### config.mk
export PLATFORM = sky130hd
export DESIGN_NAME = backslash_escape_decoder
export DESIGN_NICKNAME = d
export VERILOG_FILES = /design/src/design/bsed_pkg.sv /design/src/design/bsed_decode.sv /design/src/design/bsed_result_buf.sv /design/src/design/backslash_escape_decoder.sv
export VERILOG_INCLUDE_DIRS = /design/src /design/src/design
export SDC_FILE = /design/constraint.sdc
export NUM_CORES = 1
export LEC_CHECK = 0
export BUFFER_PORTS_ARGS = -buffer_cell sky130_fd_sc_hd__buf_2
export CAP_MARGIN = 20
export CORE_ASPECT_RATIO = 1.75
export CORE_UTILIZATION = 53
export CTS_BUF_LIST = sky130_fd_sc_hd__clkbuf_4
export DETAILED_ROUTE_END_ITERATION = 10
export PLACE_DENSITY = 0.71
export SETUP_SLACK_MARGIN = 0.5
export SYNTH_ARGS = -nofsm -noshare
export SYNTH_HDL_FRONTEND = slang
export SYNTH_HIERARCHICAL = 1
export SYNTH_SLANG_ARGS = --single-unit
### constraint.sdc
create_clock -name clk -period 4 [get_ports clk]
set_input_delay 0.2 -clock clk [delete_from_list [all_inputs] [get_ports clk]]
set_output_delay 0.2 -clock clk [all_outputs]
set_load 0.01 [all_outputs]
### src/design/backslash_escape_decoder_assert.svh
// Assertion macros for the backslash escape decoder.
// Expects a clock named clk and an active-low reset named rst_n in scope.
`ifndef BACKSLASH_ESCAPE_DECODER_ASSERT_SVH
`define BACKSLASH_ESCAPE_DECODER_ASSERT_SVH

// same-cycle implication
`define BSED_ASSERT_IMP(lbl, ante, cons) \
    lbl: assert property (@(posedge clk) disable iff (!rst_n) (ante) |-> (cons)) \
        else $error("bsed assertion failed");

// next-cycle implication
`define BSED_ASSERT_NXT(lbl, ante, cons) \
    lbl: assert property (@(posedge clk) disable iff (!rst_n) (ante) |=> (cons)) \
        else $error("bsed assertion failed");

`endif

### src/design/bsed_pkg.sv
// Types and character constants for the backslash escape decoder.
// No dependencies.
`default_nettype none

package bsed_pkg;

    localparam int RES_MAX = 3;

    typedef struct packed {
        logic [7:0] char_in;
        logic       end_of_arg;
    } in_req_t;

    typedef struct packed {
        logic [7:0] byte_out;
        logic       last_of_run;
    } out_req_t;

    typedef enum logic [5:0] {
        MODE_NORMAL = 6'b000001,
        MODE_BSLASH = 6'b000010,
        MODE_HEX0   = 6'b000100,
        MODE_HEX1   = 6'b001000,
        MODE_OCT    = 6'b010000,
        MODE_SKIP   = 6'b100000
    } mode_t;

    typedef struct packed {
        mode_t      mode;
        logic [7:0] pending;
        logic [1:0] digits;
    } dec_state_t;

    // bytes produced by one request, oldest in element 0
    typedef struct packed {
        logic [RES_MAX-1:0][7:0] bytes;
        logic [1:0]              count;
    } dec_out_t;

    localparam logic [7:0] CH_BSL  = 8'h5C;
    localparam logic [7:0] CH_X    = 8'h78;
    localparam logic [7:0] CH_C    = 8'h63;
    localparam logic [7:0] CH_ZERO = 8'h30;
    localparam logic [7:0] CH_SEVEN = 8'h37;
    localparam logic [7:0] CH_NINE = 8'h39;
    localparam logic [7:0] CH_LA   = 8'h61;
    localparam logic [7:0] CH_LB   = 8'h62;
    localparam logic [7:0] CH_LE   = 8'h65;
    localparam logic [7:0] CH_LF   = 8'h66;
    localparam logic [7:0] CH_LN   = 8'h6E;
    localparam logic [7:0] CH_LR   = 8'h72;
    localparam logic [7:0] CH_LT   = 8'h74;
    localparam logic [7:0] CH_LV   = 8'h76;
    localparam logic [7:0] CH_UA   = 8'h41;
    localparam logic [7:0] CH_UF   = 8'h46;

    localparam logic [7:0] CODE_BEL = 8'h07;
    localparam logic [7:0] CODE_BS  = 8'h08;
    localparam logic [7:0] CODE_ESC = 8'h1B;
    localparam logic [7:0] CODE_FF  = 8'h0C;
    localparam logic [7:0] CODE_LF  = 8'h0A;
    localparam logic [7:0] CODE_CR  = 8'h0D;
    localparam logic [7:0] CODE_HT  = 8'h09;
    localparam logic [7:0] CODE_VT  = 8'h0B;

endpackage

`default_nettype wire

### src/design/bsed_decode.sv
// Single-pass escape decode: current state plus one character gives up to
// three bytes and the next state. Depends on bsed_pkg.
`default_nettype none

module bsed_decode (
    input  wire logic                 esc_en,
    input  wire logic [7:0]           ch,
    input  wire logic                 last,
    input  bsed_pkg::dec_state_t      cur,
    output bsed_pkg::dec_state_t      nxt,
    output bsed_pkg::dec_out_t        res
);

    function automatic logic is_hex(input logic [7:0] c);
        return (c >= bsed_pkg::CH_ZERO && c <= bsed_pkg::CH_NINE) ||
               (c >= bsed_pkg::CH_LA && c <= bsed_pkg::CH_LF) ||
               (c >= bsed_pkg::CH_UA && c <= bsed_pkg::CH_UF);
    endfunction

    function automatic logic [3:0] hex_val(input logic [7:0] c);
        // letters of either case sit at low nibble 1..6
        return (c > bsed_pkg::CH_NINE) ? (c[3:0] + 4'd9) : c[3:0];
    endfunction

    logic       oct_ch;
    logic       hex_ch;
    logic [3:0] hv;
    logic       to_bslash;
    logic [7:0] oct_acc;

    assign oct_ch    = (ch >= bsed_pkg::CH_ZERO) && (ch <= bsed_pkg::CH_SEVEN);
    assign hex_ch    = is_hex(ch);
    assign hv        = hex_val(ch);
    assign to_bslash = (ch == bsed_pkg::CH_BSL) && !last;
    assign oct_acc   = {cur.pending[4:0], ch[2:0]};

    always_comb
    begin
        nxt       = cur;
        res.bytes = '0;
        res.count = 2'd0;
        if (!esc_en)
        begin
            nxt.mode     = bsed_pkg::MODE_NORMAL;
            nxt.pending  = 8'h00;
            nxt.digits   = 2'd0;
            res.bytes[0] = ch;
            res.count    = 2'd1;
        end
        else
        begin
            unique case (cur.mode)
                bsed_pkg::MODE_BSLASH:
                begin
                    nxt.mode = bsed_pkg::MODE_NORMAL;
                    res.count = 2'd1;
                    unique case (ch)
                        bsed_pkg::CH_LA:  res.bytes[0] = bsed_pkg::CODE_BEL;
                        bsed_pkg::CH_LB:  res.bytes[0] = bsed_pkg::CODE_BS;
                        bsed_pkg::CH_LE:  res.bytes[0] = bsed_pkg::CODE_ESC;
                        bsed_pkg::CH_LF:  res.bytes[0] = bsed_pkg::CODE_FF;
                        bsed_pkg::CH_LN:  res.bytes[0] = bsed_pkg::CODE_LF;
                        bsed_pkg::CH_LR:  res.bytes[0] = bsed_pkg::CODE_CR;
                        bsed_pkg::CH_LT:  res.bytes[0] = bsed_pkg::CODE_HT;
                        bsed_pkg::CH_LV:  res.bytes[0] = bsed_pkg::CODE_VT;
                        bsed_pkg::CH_BSL: res.bytes[0] = bsed_pkg::CH_BSL;
                        bsed_pkg::CH_C:
                        begin
                            nxt.mode  = bsed_pkg::MODE_SKIP;
                            res.count = 2'd0;
                        end
                        bsed_pkg::CH_X:
                        begin
                            if (last)
                            begin
                                res.bytes[0] = bsed_pkg::CH_BSL;
                                res.bytes[1] = bsed_pkg::CH_X;
                                res.count    = 2'd2;
                            end
                            else
                            begin
                                nxt.mode  = bsed_pkg::MODE_HEX0;
                                res.count = 2'd0;
                            end
                        end
                        default:
                        begin
                            if (oct_ch)
                            begin
                                nxt.pending = {5'd0, ch[2:0]};
                                nxt.digits  = (ch == bsed_pkg::CH_ZERO) ? 2'd3 : 2'd2;
                                nxt.mode    = bsed_pkg::MODE_OCT;
                                res.count   = 2'd0;
                            end
                            else
                            begin
                                // unknown escape: backslash then the character
                                res.bytes[0] = bsed_pkg::CH_BSL;
                                res.bytes[1] = ch;
                                res.count    = 2'd2;
                            end
                        end
                    endcase
                end
                bsed_pkg::MODE_HEX0:
                begin
                    if (hex_ch)
                    begin
                        nxt.pending = {4'd0, hv};
                        nxt.mode    = bsed_pkg::MODE_HEX1;
                    end
                    else
                    begin
                        res.bytes[0] = bsed_pkg::CH_BSL;
                        res.bytes[1] = bsed_pkg::CH_X;
                        if (to_bslash)
                        begin
                            nxt.mode  = bsed_pkg::MODE_BSLASH;
                            res.count = 2'd2;
                        end
                        else
                        begin
                            nxt.mode     = bsed_pkg::MODE_NORMAL;
                            res.bytes[2] = ch;
                            res.count    = 2'd3;
                        end
                    end
                end
                bsed_pkg::MODE_HEX1:
                begin
                    nxt.mode = bsed_pkg::MODE_NORMAL;
                    if (hex_ch)
                    begin
                        res.bytes[0] = {cur.pending[3:0], hv};
                        res.count    = 2'd1;
                    end
                    else
                    begin
                        res.bytes[0] = cur.pending;
                        if (to_bslash)
                        begin
                            nxt.mode  = bsed_pkg::MODE_BSLASH;
                            res.count = 2'd1;
                        end
                        else
                        begin
                            res.bytes[1] = ch;
                            res.count    = 2'd2;
                        end
                    end
                end
                bsed_pkg::MODE_OCT:
                begin
                    if (oct_ch && cur.digits != 2'd0)
                    begin
                        nxt.pending = oct_acc;
                        nxt.digits  = cur.digits - 2'd1;
                        if (cur.digits == 2'd1)
                        begin
                            nxt.mode     = bsed_pkg::MODE_NORMAL;
                            res.bytes[0] = oct_acc;
                            res.count    = 2'd1;
                        end
                    end
                    else
                    begin
                        nxt.mode     = bsed_pkg::MODE_NORMAL;
                        nxt.digits   = 2'd0;
                        res.bytes[0] = cur.pending;
                        if (to_bslash)
                        begin
                            nxt.mode  = bsed_pkg::MODE_BSLASH;
                            res.count = 2'd1;
                        end
                        else
                        begin
                            res.bytes[1] = ch;
                            res.count    = 2'd2;
                        end
                    end
                end
                bsed_pkg::MODE_SKIP:
                begin
                    // rest of the argument is dropped
                end
                default:
                begin
                    if (to_bslash)
                    begin
                        nxt.mode = bsed_pkg::MODE_BSLASH;
                    end
                    else
                    begin
                        nxt.mode     = bsed_pkg::MODE_NORMAL;
                        res.bytes[0] = ch;
                        res.count    = 2'd1;
                    end
                end
            endcase

            if (last)
            begin
                // a value still open at end of argument is flushed; every
                // path that leaves one open has produced nothing yet
                if (nxt.mode == bsed_pkg::MODE_HEX1 || nxt.mode == bsed_pkg::MODE_OCT)
                begin
                    res.bytes[0] = nxt.pending;
                    res.count    = 2'd1;
                end
                nxt.mode   = bsed_pkg::MODE_NORMAL;
                nxt.digits = 2'd0;
            end
        end
    end

endmodule

`default_nettype wire

### src/design/bsed_result_buf.sv
// Result register: holds the bytes of one decoded request and hands them
// out one per cycle while dst_stall is low. Depends on bsed_pkg.
`default_nettype none

module bsed_result_buf (
    input  wire logic               clk,
    input  wire logic               rst_n,
    input  wire logic               load,
    input  bsed_pkg::dec_out_t      load_data,
    output logic                    free,
    output logic                    dst_valid,
    input  wire logic               dst_stall,
    output bsed_pkg::out_req_t      dst_req
);

    logic [bsed_pkg::RES_MAX-1:0][7:0] bytes_reg;
    logic [bsed_pkg::RES_MAX-1:0][7:0] bytes_next;
    logic [1:0]                        count_reg;
    logic [1:0]                        count_next;
    logic                              pop;

    assign dst_valid           = (count_reg != 2'd0);
    assign dst_req.byte_out    = bytes_reg[0];
    assign dst_req.last_of_run = (count_reg == 2'd1);
    assign pop                 = dst_valid && !dst_stall;
    assign free                = (count_reg == 2'd0) || (count_reg == 2'd1 && pop);

    always_comb
    begin
        bytes_next = bytes_reg;
        count_next = count_reg;
        if (load)
        begin
            bytes_next = load_data.bytes;
            count_next = load_data.count;
        end
        else if (pop)
        begin
            bytes_next = {8'h00, bytes_reg[2], bytes_reg[1]};
            count_next = count_reg - 2'd1;
        end
    end

    always_ff @(posedge clk or negedge rst_n)
    begin
        if (!rst_n)
        begin
            count_reg <= 2'd0;
        end
        else
        begin
            count_reg <= count_next;
        end
    end

    always_ff @(posedge clk)
    begin
        bytes_reg <= bytes_next;
    end

endmodule

`default_nettype wire

### src/design/backslash_escape_decoder.sv
// Backslash escape decoder, top level: input register, decode state and
// result buffer. Depends on bsed_pkg, bsed_decode, bsed_result_buf.
//
// Use: characters of an argument arrive on src (src_valid, src_stall,
// src_req with char_in and end_of_arg). Decoded bytes leave on dst
// (dst_valid, dst_stall, dst_req with byte_out and last_of_run); a request
// is taken on an edge with valid high and stall low. last_of_run marks the
// final byte caused by one character; a character may cause none.
// cfg_we/cfg_wdata write escapes_enabled; write it only while idle.
// Path: a character is held in the input register once accepted, decoded
// from there combinationally, and its bytes are loaded into the result
// register when that is free; dst is driven from the result register.
// Throughput: one character per cycle while each yields at most one byte
// and dst does not stall; a character yielding n bytes holds the result
// register until the one-byte-per-cycle output port has handed out all n.
// Reset clears the decode state to normal, escapes disabled, both stages
// empty. When dst stalls, the result register holds its bytes, the input
// register fills, and src_stall rises once both are full.
`default_nettype none
`include "backslash_escape_decoder_assert.svh"

module backslash_escape_decoder (
    input  wire logic               clk,
    input  wire logic               rst_n,
    input  wire logic               src_valid,
    output logic                    src_stall,
    input  bsed_pkg::in_req_t       src_req,
    output logic                    dst_valid,
    input  wire logic               dst_stall,
    output bsed_pkg::out_req_t      dst_req,
    input  wire logic               cfg_we,
    input  wire logic               cfg_wdata
);

    logic                 esc_reg;
    logic                 in_valid_reg;
    logic                 in_valid_next;
    bsed_pkg::in_req_t    in_req_reg;
    bsed_pkg::dec_state_t state_reg;
    bsed_pkg::dec_state_t state_next;
    bsed_pkg::dec_state_t dec_state;
    bsed_pkg::dec_out_t   dec_res;
    logic                 buf_free;
    logic                 advance;
    logic                 accept;

    bsed_decode u_decode (
        .esc_en (esc_reg),
        .ch     (in_req_reg.char_in),
        .last   (in_req_reg.end_of_arg),
        .cur    (state_reg),
        .nxt    (dec_state),
        .res    (dec_res)
    );

    bsed_result_buf u_result_buf (
        .clk       (clk),
        .rst_n     (rst_n),
        .load      (advance && dec_res.count != 2'd0),
        .load_data (dec_res),
        .free      (buf_free),
        .dst_valid (dst_valid),
        .dst_stall (dst_stall),
        .dst_req   (dst_req)
    );

    // requests with no bytes move on even when the result buffer is busy
    assign advance   = in_valid_reg && (buf_free || dec_res.count == 2'd0);
    assign src_stall = in_valid_reg && !advance;
    assign accept    = src_valid && !src_stall;

    always_comb
    begin
        state_next    = advance ? dec_state : state_reg;
        in_valid_next = accept ? 1'b1 : (advance ? 1'b0 : in_valid_reg);
    end

    always_ff @(posedge clk or negedge rst_n)
    begin
        if (!rst_n)
        begin
            esc_reg           <= 1'b0;
            in_valid_reg      <= 1'b0;
            state_reg.mode    <= bsed_pkg::MODE_NORMAL;
            state_reg.pending <= 8'h00;
            state_reg.digits  <= 2'd0;
        end
        else
        begin
            if (cfg_we)
            begin
                esc_reg <= cfg_wdata;
            end
            in_valid_reg <= in_valid_next;
            state_reg    <= state_next;
        end
    end

    always_ff @(posedge clk)
    begin
        if (accept)
        begin
            in_req_reg <= src_req;
        end
    end

    `BSED_ASSERT_NXT(a_accept_fills_input, accept, in_valid_reg)
    `BSED_ASSERT_IMP(a_passthru_one_byte, advance && !esc_reg, dec_res.count == 2'd1)
    `BSED_ASSERT_NXT(a_stall_holds_output, dst_valid && dst_stall, dst_valid && $stable(dst_req))
    `BSED_ASSERT_IMP(a_stall_only_when_full, src_stall, in_valid_reg && dst_valid)

endmodule

`default_nettype wire

==> run_results.csv <==
group,metric,value,unit
setup_path,rr_endpoint,"u_result_buf/bytes_reg[12]",
timing,max_freq,293,MHz
clock_network,root_buffer,"clkbuf_4",
global_route,antenna_found_initial,0,
die,die_x,67.3,µm
min_path,hold_path_depth,2,
placement,gp_congestion,0.937,
final_layout,area_growth,11.9,%
drt,ant_nets,0,
clock_network,numCtsBuffers,5,
timing,setup_tns,0,ps
final_layout,drive_gt1_frac,0.270,
power_and_ir_drop,p_per_area,436,nW/µm²
synth,muxShareOfSynthArea,0.129,
timing,rsz0062_at_grt,"no",
clock_network,insertion_delay,410,ps
placement,dp_cells,504,
timing,timing.final.crit_share,0.854,
global_route,grt_pass1_vias,3291,
power_and_ir_drop,irDropWorstVdd,0.499,mV
power_and_ir_drop,p_sw,0.713,mW
timing,hold_viol,0,
placement,hpwl,8.32,mm
setup_path,required,4170,ps
synth,synth_cell_type_count,71,
die,row_count,41,
drt,via_per_inst,6.34,
final_layout,n_antenna_cell,0,
synth,synth-simple-area-share,0.213,
die,initial_core_util,0.547,
drt,met2_length,6.08,mm
drt,drc_errors,0,
synth,synth-xor-area-share,0.00443,
global_route,grt_usage,0.311,
power_and_ir_drop,clockPowerShare,0.138,
synth,syn_area_per_cell,9.77,µm²
die,core_area,7230,µm²
setup_path,slowest_stage,"edfxtp_1",
clock_network,cts.sinks,53,
global_route,grt_pass1_wl,17.5,mm
timing,tightestPinTransition,730,ps
power_and_ir_drop,swShare,0.369,
placement,io_buffers,25,
min_path,hold_path.class,"input port to flip-flop",
setup_path,worstRegToRegCells,13,
clock_network,cts_buffer_depth,2,
clock_network,cts_max_level,2,
power_and_ir_drop,p_leak,1.72,nW
clock_network,cts_tree,"built",
die,die_h,116,µm
drt,met3_length,543,µm
synth,syn_area,3960,µm²
global_route,grt_start_max_net_pins,26,
timing,layout_min_cycle_time,3410,ps
power_and_ir_drop,sequentialPowerShare,0.454,
synth,synth_top_family_by_area,"simple AND/OR/NAND/NOR gates",
drt,top_layer_used,"met4",
setup_path,crit_type,"flip-flop to flip-flop",
setup_path,r2r-start,"in_req_reg[1]",
setup_path,cp.arrival,3580,ps
setup_path,cp_max_fo,25,
setup_path,slowest_delay,480,ps
die,die-area,7830,µm²
synth,synth_seq_cells,53,
die,ios,26,
synth,synthCells,405,
synth,synth_edf_count,33,
timing,skew,24.6,ps
synth,synth_compound_area_frac,0.190,
job,maxCapViolations,0,
setup_path,r2r_setup_slack,590,ps
timing,slew_headroom,0.511,
setup_path,worstSetupStartpointType,"flip-flop",
synth,ys_seq_area_frac,0.377,
synth,syn_nets,429,
final_layout,stdcell_count,531,
power_and_ir_drop,combinationalPowerShare,0.408,
timing,slew_viol_final,0,
power_and_ir_drop,p_int,1.22,mW
synth,yosysWarnings,6,
setup_path,end_kind,"flip-flop",
synth,synth_fa_ha_area_frac,0.0285,
drt,routedWlPerCell,21.5,µm
timing,setup_viol,0,
synth,synthArstFlopShare,0.377,
setup_path,path_cells,"inv_2 -> ha_1 -> o21bai_2 -> a21oi_1 -> a21o_2 -> nand2b_1 -> a21oi_2 -> nor3_1 -> nor2_2 -> nor2_4 -> and3b_2 -> buf_6 -> mux2_2",
min_path,hp-start,"cfg_we",
drt,met1Wirelength,4.18,mm
setup_path,crit_family,"simple AND/OR/NAND/NOR gates",
drt,vias,3365,
setup_path,cp_num_buf_inv,2,
drt,finalWirelength,11.4,mm
final_layout,nets,468,
outcome,status,"completed",
final_layout,post-route-util,0.612,
clock_network,clkTransAtPathRegs,190,ps
min_path,worst_hold_path.endpoint,"esc_reg",
synth,synth_ff_type,"edfxtp_1",
global_route,grt_overflow,0,
drt,drtIter0Drc,359,
drt,dr.pass1.iters,7,
## layout by cell type (no fill, tap or decap), drive strengths merged, types with 3 or more instances in the layout
cell	netlist	routed
mux2	38	38
edfxtp	33	33
nand2b	8	8
buf	22	48
nor2b	3	3
inv	12	13
o31ai	3	3
nor3b	3	3
a22oi	8	8
nor4	9	9
a22o	4	4
nor2	32	32
o21ai	29	29
a21o	6	6
nand2	23	23
and3	7	7
dfrtp	19	19
nand3	8	8
nor3	9	9
nand3b	5	5
and3b	4	4
o21bai	3	3
or4	4	4
clkbuf	6	5
or2	6	6
or3	3	3
and2	17	17
dlygate4sd3	0	12
a21oi	32	32
o22ai	3	3
ha	9	9
mux2i	4	4
## synthesized netlist by cell type (7+ instances only)
master / n / area, µm²
a22oi_1: 8 / 60.1
a21oi_1: 29 / 145
inv_1: 12 / 45.0
dfrtp_1: 19 / 475
buf_2: 8 / 40.0
nor4_1: 7 / 43.8
nor2_1: 31 / 116
mux2_4: 11 / 165
o21ai_0: 17 / 85.1
o21ai_1: 11 / 55.1
nand2b_1: 8 / 50.1
nand3_1: 8 / 40.0
ha_1: 9 / 113
edfxtp_1: 33 / 991
nor3_1: 9 / 45.0
and2_1: 17 / 106
nand2_1: 23 / 86.3
buf_4: 9 / 67.6
mux2_2: 25 / 282
and3_1: 7 / 43.8
## how the worst max path moves through the flow
stage          cells past startpoint                    endpoint  slack [ps]     startpoint
2_1_floorplan                     12  u_result_buf/bytes_reg[10]         510  in_req_reg[1]
3_3_place_gp                      11     u_result_buf/dst_req[4]         270  in_req_reg[1]
3_5_place_dp                      11     u_result_buf/dst_req[7]         230  in_req_reg[1]
4_1_cts                           10  u_result_buf/bytes_reg[12]         510  in_req_reg[3]
5_1_grt                           13  u_result_buf/bytes_reg[12]         440  in_req_reg[1]
6_report                          13  u_result_buf/bytes_reg[12]         590  in_req_reg[1]
## timing repair
action,CTS,global route
setup endpoints to repair,67,66
cloned,0,0
hold endpoints to repair,30,0
pin swaps,1,3
resized for setup,10,6
hold buffers,12,0
buffers inserted,1,6
## logic make-up (layout without fill, tap and decap cells)
logic type	count (synthesis)	count (layout)
DFF	53	53
buffers and inverters	41	81
xor gates and xnor gates	2	2
adders and majority gates	9	9
AOI/OAI and AO/OA	112	112
and+or+nand+nor	146	146
muxes	42	42
## metrics by stage
stage	hold slack, ps	power (mW)	worst slack [ps]	cell area [µm²]
floorplan	-95.6	1.48	515	3960
global placement	203	1.61	266	4130
detailed placement	196	1.63	233	4130
CTS	8.84	1.92	505	4350
global route	16.4	2.03	438	4430
finish	15.9	1.93	586	4430
## power by group through the flow
| stage | clock [mW] | sequential [mW] | combinational, mW |
|---|---|---|---|
| after detailed placement | 0 | 0.898 | 0.734 |
| after global routing | 0.292 | 0.894 | 0.849 |
| after global placement | 0 | 0.891 | 0.719 |
| after CTS | 0.274 | 0.882 | 0.764 |
| after floorplan | 0 | 0.855 | 0.627 |
| final | 0.267 | 0.877 | 0.787 |
## layout make-up
| cell class | count | area, µm² |
|---|---|---|
| Fill cell | 632 | 2810 |
| Inverter | 13 | 48.8 |
| Timing Repair Buffer | 60 | 422 |
| Multi-Input combinational cell | 311 | 2300 |
| Clock buffer | 5 | 37.5 |
| Tap cell | 86 | 108 |
| Clock inverter | 3 | 21.3 |
| Sequential cell | 53 | 1490 |
## layer usage
| layer | vias up | GRT usage |
|---|---|---|
| met5 | - | 0 |
| met4 | 0 | 0.207 |
| met3 | 50 | 0.0508 |
| met2 | 140 | 0.555 |
| met1 | 1591 | 0.323 |
| li1 | 1584 | - |
Note: power is estimated with default switching activity, not from simulation.
